<file path="config.mk">
export PLATFORM = sky130hd
export DESIGN_NAME = audio_block_level_meter
export DESIGN_NICKNAME = d
export VERILOG_FILES = /design/src/rtl/core/ablm_pkg.sv /design/src/rtl/core/ablm_div.sv /design/src/rtl/core/ablm_ctrl.sv /design/src/rtl/core/ablm_dp.sv /design/src/rtl/core/audio_block_level_meter.sv
export VERILOG_INCLUDE_DIRS = /design/src /design/src/rtl/core
export SDC_FILE = /design/constraint.sdc
export NUM_CORES = 1
export LEC_CHECK = 0
export BUFFER_PORTS_ARGS = -buffer_cell sky130_fd_sc_hd__buf_2
export CAP_MARGIN = 20
export CORE_AREA = 8 8 187 189
export DETAILED_ROUTE_END_ITERATION = 12
export DIE_AREA = 0 0 195 197
export HOLD_SLACK_MARGIN = 0.08
export PLACE_DENSITY_LB_ADDON = 0.05
export REMOVE_ABC_BUFFERS = 1
export SETUP_SLACK_MARGIN = 0.3
export SYNTH_ARGS = -nofsm -noshare
export SYNTH_HDL_FRONTEND = slang
export SYNTH_SLANG_ARGS = --single-unit
</file>
<file path="constraint.sdc">
create_clock -name i_clk -period 5.38 [get_ports i_clk]
set_input_delay 1.076 -clock i_clk [delete_from_list [all_inputs] [get_ports i_clk]]
set_output_delay 1.076 -clock i_clk [all_outputs]
set_load 0.01 [all_outputs]
</file>
<file path="src/rtl/core/audio_block_level_meter_defines.svh">
// Assertion macros used by the level meter datapath.
`ifndef AUDIO_BLOCK_LEVEL_METER_DEFINES_SVH
`define AUDIO_BLOCK_LEVEL_METER_DEFINES_SVH

// Same-cycle implication, sampled on i_clk, disabled during reset.
`define ABLM_ASSERT_NOW(name, ante, cons, msg) \
    name: assert property (@(posedge i_clk) disable iff (!i_rst_n) (ante) |-> (cons)) \
        else $error(msg);

// Next-cycle implication, sampled on i_clk, disabled during reset.
`define ABLM_ASSERT_NEXT(name, ante, cons, msg) \
    name: assert property (@(posedge i_clk) disable iff (!i_rst_n) (ante) |=> (cons)) \
        else $error(msg);

`endif

</file>
<file path="src/rtl/core/ablm_pkg.sv">
// Types, constants and helper functions of the audio block level meter.
package ablm_pkg;

    localparam int MAX_BLOCK = 128;
    localparam int BAR_LEN   = 40;

    localparam int WORD_W   = 32;
    localparam int SAMPLE_W = 24;
    localparam int SUM_W    = 31;
    localparam int CNT_W    = $clog2(MAX_BLOCK + 1);
    localparam int PCT_W    = 7;
    localparam int FILL_W   = 6;
    localparam int BAR_W    = 8;
    localparam int PROD_W   = SAMPLE_W + PCT_W;
    localparam int FILLP_W  = PCT_W + BAR_W;
    localparam int STEP_W   = $clog2(SUM_W);
    localparam int RECIP_W  = 13;
    localparam int RECIP_SH = 19;
    localparam int FS_W     = 23;

    localparam logic [SAMPLE_W-1:0] FULL_SCALE = 24'h7FFFFF;
    localparam logic [PCT_W-1:0]    PCT_SCALE  = 7'd100;
    localparam logic [BAR_W-1:0]    BAR_LEN_C  = BAR_W'(BAR_LEN);
    localparam logic [CNT_W-1:0]    MAX_CNT    = CNT_W'(MAX_BLOCK);
    localparam logic [RECIP_W-1:0]  RECIP_100  = 13'd5243;

    typedef enum logic [3:0] {
        S_IDLE = 4'b0001,
        S_PREP = 4'b0010,
        S_DIV  = 4'b0100,
        S_OUT  = 4'b1000
    } t_state;

    typedef struct packed {
        logic acc_en;
        logic div_start;
        logic div_step;
        logic out_load;
    } t_cmd;

    typedef struct packed {
        logic div_last;
        logic out_free;
    } t_sts;

    // Peak times 100 divided by 2^23 - 1: the estimate p >> 23 is off by at most one.
    function automatic logic [PCT_W-1:0] pct_of(input logic [PROD_W-1:0] p);
        logic [PROD_W-FS_W-1:0] q0;
        logic [SAMPLE_W-1:0]    r;
        logic [PROD_W-FS_W-1:0] q;
        q0 = p[PROD_W-1:FS_W];
        r  = {1'b0, p[FS_W-1:0]} + SAMPLE_W'(q0);
        q  = q0 + (PROD_W-FS_W)'(r >= FULL_SCALE);
        return q[PCT_W-1:0];
    endfunction

    // Division by 100 through a reciprocal, exact for the range used, then clamped.
    function automatic logic [FILL_W-1:0] fill_of(input logic [FILLP_W-1:0] x);
        logic [FILLP_W+RECIP_W-1:0] m;
        logic [FILLP_W+RECIP_W-RECIP_SH-1:0] q;
        m = FILLP_W'(x) * (FILLP_W+RECIP_W)'(RECIP_100);
        q = m[FILLP_W+RECIP_W-1:RECIP_SH];
        if (q > (FILLP_W+RECIP_W-RECIP_SH)'(BAR_LEN_C)) begin
            q = (FILLP_W+RECIP_W-RECIP_SH)'(BAR_LEN_C);
        end
        return q[FILL_W-1:0];
    endfunction

endpackage

</file>
<file path="src/rtl/core/ablm_div.sv">
// Restoring serial divider, one quotient bit per step.
module ablm_div (
    input  logic                        i_clk,
    input  logic                        i_start,
    input  logic                        i_step,
    input  logic [ablm_pkg::SUM_W-1:0]  i_dividend,
    input  logic [ablm_pkg::CNT_W-1:0]  i_divisor,
    output logic [ablm_pkg::SUM_W-1:0]  o_quotient,
    output logic                        o_last
);
    import ablm_pkg::*;

    logic [SUM_W-1:0]  r_num;
    logic [CNT_W-1:0]  r_rem;
    logic [CNT_W-1:0]  r_div;
    logic [STEP_W-1:0] r_cnt;
    logic [CNT_W:0]    n_trial;
    logic              n_ge;

    always_comb begin
        n_trial = {r_rem, r_num[SUM_W-1]};
        n_ge    = n_trial >= {1'b0, r_div};
    end

    always_ff @(posedge i_clk) begin
        if (i_start) begin
            r_num <= i_dividend;
            r_rem <= '0;
            r_div <= i_divisor;
            r_cnt <= STEP_W'(SUM_W - 1);
        end else if (i_step) begin
            r_num <= {r_num[SUM_W-2:0], n_ge};
            if (n_ge) begin
                r_rem <= CNT_W'(n_trial - {1'b0, r_div});
            end else begin
                r_rem <= n_trial[CNT_W-1:0];
            end
            r_cnt <= r_cnt - STEP_W'(1);
        end
    end

    assign o_quotient = r_num;
    assign o_last     = (r_cnt == '0);

endmodule

</file>
<file path="src/rtl/core/ablm_ctrl.sv">
// Control state machine of the audio block level meter.
module ablm_ctrl (
    input  logic           i_clk,
    input  logic           i_rst_n,
    input  logic           i_valid,
    input  logic           i_block_end,
    output logic           o_ready,
    output ablm_pkg::t_cmd o_cmd,
    input  ablm_pkg::t_sts i_sts
);
    import ablm_pkg::*;

    t_state r_state;
    t_state n_state;

    always_comb begin
        n_state = r_state;
        o_cmd   = '0;
        o_ready = 1'b0;
        unique case (r_state)
            S_IDLE: begin
                o_ready      = 1'b1;
                o_cmd.acc_en = i_valid;
                if (i_valid && i_block_end) begin
                    n_state = S_PREP;
                end
            end
            S_PREP: begin
                o_cmd.div_start = 1'b1;
                n_state         = S_DIV;
            end
            S_DIV: begin
                o_cmd.div_step = 1'b1;
                if (i_sts.div_last) begin
                    n_state = S_OUT;
                end
            end
            S_OUT: begin
                if (i_sts.out_free) begin
                    o_cmd.out_load = 1'b1;
                    n_state        = S_IDLE;
                end
            end
            default: begin
                n_state = S_IDLE;
            end
        endcase
    end

    always_ff @(posedge i_clk) begin
        if (!i_rst_n) begin
            r_state <= S_IDLE;
        end else begin
            r_state <= n_state;
        end
    end

endmodule

</file>
<file path="src/rtl/core/ablm_dp.sv">
// Datapath: accumulators, serial mean divider, percent and bar scaling, result register.
`include "audio_block_level_meter_defines.svh"

module ablm_dp (
    input  logic                          i_clk,
    input  logic                          i_rst_n,
    input  ablm_pkg::t_cmd                i_cmd,
    output ablm_pkg::t_sts                o_sts,
    input  logic [ablm_pkg::WORD_W-1:0]   i_sample_word,
    output logic                          o_valid,
    input  logic                          i_ready,
    output logic [ablm_pkg::SAMPLE_W-1:0] o_peak_level,
    output logic [ablm_pkg::SAMPLE_W-1:0] o_mean_level,
    output logic [ablm_pkg::PCT_W-1:0]    o_percent_full,
    output logic [ablm_pkg::FILL_W-1:0]   o_bar_fill
);
    import ablm_pkg::*;

    logic [SAMPLE_W-1:0] r_peak;
    logic [SUM_W-1:0]    r_sum;
    logic [CNT_W-1:0]    r_count;
    logic [PROD_W-1:0]   r_prod;
    logic [PCT_W-1:0]    r_pct;
    logic [FILLP_W-1:0]  r_fill_prod;
    logic                r_out_valid;
    logic [SAMPLE_W-1:0] r_out_peak;
    logic [SAMPLE_W-1:0] r_out_mean;
    logic [PCT_W-1:0]    r_out_pct;
    logic [FILL_W-1:0]   r_out_fill;

    logic [SAMPLE_W-1:0] n_sample;
    logic [SAMPLE_W-1:0] n_mag;
    logic                n_keep;
    logic [CNT_W-1:0]    n_divisor;
    logic [SUM_W-1:0]    n_quotient;
    logic                n_div_last;

    always_comb begin
        n_sample  = i_sample_word[WORD_W-1:WORD_W-SAMPLE_W];
        n_mag     = n_sample[SAMPLE_W-1] ? (~n_sample + SAMPLE_W'(1)) : n_sample;
        n_keep    = i_cmd.acc_en && (r_count < MAX_CNT);
        n_divisor = (r_count == '0) ? CNT_W'(1) : r_count;
    end

    ablm_div u_div (
        .i_clk      (i_clk),
        .i_start    (i_cmd.div_start),
        .i_step     (i_cmd.div_step),
        .i_dividend (r_sum),
        .i_divisor  (n_divisor),
        .o_quotient (n_quotient),
        .o_last     (n_div_last)
    );

    always_ff @(posedge i_clk) begin
        if (!i_rst_n) begin
            r_peak  <= '0;
            r_sum   <= '0;
            r_count <= '0;
        end else if (i_cmd.out_load) begin
            r_peak  <= '0;
            r_sum   <= '0;
            r_count <= '0;
        end else if (n_keep) begin
            if (n_mag > r_peak) begin
                r_peak <= n_mag;
            end
            r_sum   <= r_sum + SUM_W'(n_mag);
            r_count <= r_count + CNT_W'(1);
        end
    end

    always_ff @(posedge i_clk) begin
        if (i_cmd.div_start) begin
            r_prod <= PROD_W'(r_peak) * PROD_W'(PCT_SCALE);
        end
        if (i_cmd.div_step) begin
            r_pct       <= pct_of(r_prod);
            r_fill_prod <= FILLP_W'(r_pct) * FILLP_W'(BAR_LEN_C);
        end
    end

    always_ff @(posedge i_clk) begin
        if (!i_rst_n) begin
            r_out_valid <= 1'b0;
        end else if (i_cmd.out_load) begin
            r_out_valid <= 1'b1;
        end else if (i_ready) begin
            r_out_valid <= 1'b0;
        end
    end

    always_ff @(posedge i_clk) begin
        if (i_cmd.out_load) begin
            r_out_peak <= r_peak;
            r_out_mean <= n_quotient[SAMPLE_W-1:0];
            r_out_pct  <= r_pct;
            r_out_fill <= fill_of(r_fill_prod);
        end
    end

    assign o_sts.div_last = n_div_last;
    assign o_sts.out_free = !r_out_valid || i_ready;

    assign o_valid        = r_out_valid;
    assign o_peak_level   = r_out_peak;
    assign o_mean_level   = r_out_mean;
    assign o_percent_full = r_out_pct;
    assign o_bar_fill     = r_out_fill;

    `ABLM_ASSERT_NOW(a_count_bound, 1'b1, r_count <= MAX_CNT, "word count above block limit")
    `ABLM_ASSERT_NOW(a_load_free, i_cmd.out_load, !r_out_valid || i_ready, "result overwritten")
    `ABLM_ASSERT_NEXT(a_clear, i_cmd.out_load, r_count == '0 && r_peak == '0 && r_sum == '0,
        "accumulators not cleared after result")

endmodule

</file>
<file path="src/rtl/core/audio_block_level_meter.sv">
// Block level meter: per-block peak, mean, percent of full scale and bar fill of audio words.
// Each beat carries one MSB-justified 32-bit word; the upper 24 bits are taken as a signed
// sample and its magnitude goes into a running peak, sum and word count (words beyond 128
// in one block are ignored, but a flagged one still closes the block). Words without the
// block-end flag are taken one per clock. After a flagged word no new word is taken until
// the block is through: the word is accepted, the divider is prepared, the bit-serial
// mean divider steps through its quotient bits, and the result register is loaded, later if
// that register still holds an untaken result. The result holds in its register until taken,
// and the accumulators start again from zero.
module audio_block_level_meter (
    input  logic                          i_clk,
    input  logic                          i_rst_n,
    input  logic                          i_valid,
    output logic                          o_ready,
    input  logic [ablm_pkg::WORD_W-1:0]   i_sample_word,
    input  logic                          i_block_end,
    output logic                          o_valid,
    input  logic                          i_ready,
    output logic [ablm_pkg::SAMPLE_W-1:0] o_peak_level,
    output logic [ablm_pkg::SAMPLE_W-1:0] o_mean_level,
    output logic [ablm_pkg::PCT_W-1:0]    o_percent_full,
    output logic [ablm_pkg::FILL_W-1:0]   o_bar_fill
);
    import ablm_pkg::*;

    t_cmd w_cmd;
    t_sts w_sts;

    ablm_ctrl u_ctrl (
        .i_clk       (i_clk),
        .i_rst_n     (i_rst_n),
        .i_valid     (i_valid),
        .i_block_end (i_block_end),
        .o_ready     (o_ready),
        .o_cmd       (w_cmd),
        .i_sts       (w_sts)
    );

    ablm_dp u_dp (
        .i_clk          (i_clk),
        .i_rst_n        (i_rst_n),
        .i_cmd          (w_cmd),
        .o_sts          (w_sts),
        .i_sample_word  (i_sample_word),
        .o_valid        (o_valid),
        .i_ready        (i_ready),
        .o_peak_level   (o_peak_level),
        .o_mean_level   (o_mean_level),
        .o_percent_full (o_percent_full),
        .o_bar_fill     (o_bar_fill)
    );

endmodule

</file>
==> out/results.tsv <==
metric	value	unit
status	completed	
drc	0	
start_util	48.9	%
synthCells	1548	
total_leakage_power	8.15	nW
fmax	195	MHz
final_common_cell	ha_1	
clock_path_buffers	3	
overflow	0	
tightest_slew	0.997	ns
fill_cells	2934	
cp.depth	20	
met2WireLength	16000	um
cp_common_cell	fa_1	
grt_max_degree	68	
hpwl	26200	um
crit_required	5.68	ns
routed-via-count	11300	
gp_congestion	0.847	
cts_made_buffers	27	
cp.buffers_inverters	6	
power	4.87	mW
worst_r2r_path_depth	20	
peakVddDrop	231	uV
io_buffers	91	
fin_setup_tns	0	ns
ys_seq_area_share	38.3	%
antenna_found_initial	1	
die_w	195	um
most-common-layout-cells	ha_1 (220), inv_1 (184), nand2_1 (173)	
drt-met1-wl	16900	um
ff_latch_area	6010	sq um
cpMaxStageDelayCell	fa_1	
synth_area	15700	sq um
dieArea	38400	sq um
synth_cell_types	67	
hold_depth	0	
async_reset_ff_share	0	%
maxCapViolations	0	
ys_ff_latch	227	
rows	66	
wl_met3	1280	um
drt_iter0_markers	485	
cts_tree	done	
htree_levels	1	
setup_violations	0	
maxUsedRoutingLayer	met4	
clock_skew	0.0258	ns
wire_per_inst	16.6	um
hp-class	register to register	
routed_via_density	5.39	
synth.avg_cell_area	10.1	sq um
finalWorstPathRequiredPeriod	5.12	ns
nets	1995	
rsz0062_at_grt	yes	
slew_viol_final	0	
worstPathMaxFanout	5	
cts_root_buffer	clkbuf_16	
route.antenna.remaining_nets	0	
numClockSinks	227	
grt_pass1_wl	57200	um
multi_input_area	8950	sq um
place_ws	-0.285	ns
core	32000	sq um
period_share	95.1	%
die-height	197	um
start_kind	register	
synth_edf_count	146	
pin_count	100	
finalHoldViolCount	0	
whs	0.452	ns
finalWorstSetupSlack	0.262	ns
wl	34900	um
power_density	272	nW/um^2
crit_chain	fa_1 -> fa_1 -> fa_1 -> inv_2 -> fa_1 -> inv_1 -> fa_1 -> ha_4 -> nand4_1 -> o21bai_1 -> o211ai_1 -> buf_4 -> a21oi_4 -> buf_6 -> buf_6 -> mux2i_2 -> o311ai_2 -> o21ai_1 -> buf_4 -> nor3_2	
cp-end-kind	register	
first_pass_iters	5	
slew_headroom	33.1	%
grt.total_usage	17.9	%
ys.warnings.count	0	
area_growth	14.2	%
crit_family	adder cells	
crit_arrival	5.42	ns
crit_path_max_incr_delay	0.55	ns
grt_pass1_vias	11300	
critPathKind	register to register	
path_clk_slew	0.06	ns
drive_above_1_share	13.4	%
ys.flop_type	edfxtp_1	
insertion_delay	0.55	ns
-- power by group --
part / switching [mW] / internal [mW] / leakage, nW / total, mW
registers: 0.0789 / 1.95 / 1.99 / 2.03
clock network: 0.734 / 1.08 / 0.431 / 1.82
logic: 0.600 / 0.429 / 5.73 / 1.03
-- metrics by stage --
step	utilization (%)	std cells	area, sq um
global route	55.8	2105	17900
finish	55.8	2105	17900
detailed placement	52.4	2043	16800
global placement	52.4	2043	16800
floorplan	-	1507	15500
CTS	55.6	2102	17800
-- state kept, by name, indices dropped and copies added, names as in the netlist --
signal	cells
u_dp.o_bar_fill	6
u_dp.u_div.o_quotient	31
u_dp.o_peak_level	24
u_ctrl.r_state	4
u_dp.r_pct	7
u_dp.r_peak	24
u_dp.o_valid	1
u_dp.r_prod	29
u_dp.u_div.r_div	8
u_dp.r_count	8
u_dp.r_fill_prod	10
u_dp.u_div.r_rem	8
u_dp.o_percent_full	7
u_dp.u_div.r_cnt	5
u_dp.o_mean_level	24
u_dp.r_sum	31
-- final timing paths --
path | end | slack (ns) | start
worst min register to register | u_dp.o_mean_level[20] | 0.45 | u_dp.u_div.o_quotient[20]
worst min-delay path | u_dp.o_mean_level[20] | 0.45 | u_dp.u_div.o_quotient[20]
worst max-delay path | u_dp.o_bar_fill[2] | 0.26 | u_dp.r_fill_prod[10]
worst max register to register | u_dp.o_bar_fill[2] | 0.26 | u_dp.r_fill_prod[10]
-- worst reg2reg max path, delay by kind of cell, from the launching register on --
kind,cells,cell delay [ns]
buffers and inverters,6,0.63
AOI/OAI and AO/OA,5,0.72
adders and majority gates,6,2.80
muxes,1,0.21
and+or+nand+nor,2,0.12
DFF,1,0.41
-- kinds of logic after synthesis --
family | share of synthesized area [%]
AO/OA/AOI/OAI | 12.7
XOR/XNOR | 4.81
adder cells (fa/ha/maj) | 25.3
buffers and inverters | 5.47
flip-flops | 38.3
multiplexers | 0.639
AND/OR/NAND/NOR | 12.8
-- synthesized netlist by cell type, types with 28 or more instances --
cell | n | share of area (%)
xnor2_1 | 58 | 3.2
o21ai_0 | 59 | 1.9
nand3_1 | 58 | 1.9
nor2_1 | 59 | 1.4
ha_1 | 226 | 18
fa_1 | 57 | 7.3
clkbuf_1 | 33 | 0.79
a21o_1 | 31 | 1.5
edfxtp_1 | 146 | 28
nand2_1 | 174 | 4.2
dfxtp_1 | 81 | 10
xor2_1 | 28 | 1.6
o31ai_1 | 29 | 1.4
a21oi_1 | 75 | 2.4
inv_1 | 187 | 4.5
-- timing repair --
| item | in CTS | in global routing |
|---|---|---|
| setup endpoints to repair | 6 | 6 |
| gates resized for setup | 25 | 6 |
| hold buffers | 0 | 0 |
| gates cloned | 0 | 0 |
| setup buffers | 9 | 2 |
| pin swaps | 23 | 5 |
-- layout make-up --
type                    count  area share [%]
multi-input cells        1093            50.0
flip-flops and latches    227            33.6
repair buffers            139            4.69
clock buffers              35            4.00
inverters                 187            3.92
well taps                 408            2.85
clock inverters            15           0.902
diodes                      1          0.0140
-- metal layers --
layer / up-vias / track usage [%]
met5: - / 0
met1: 5358 / 23.9
met4: 0 / 4.32
met3: 52 / 2.61
li1: 5746 / -
met2: 184 / 30.5
No activity file was read; power rests on OpenSTA's default activity.
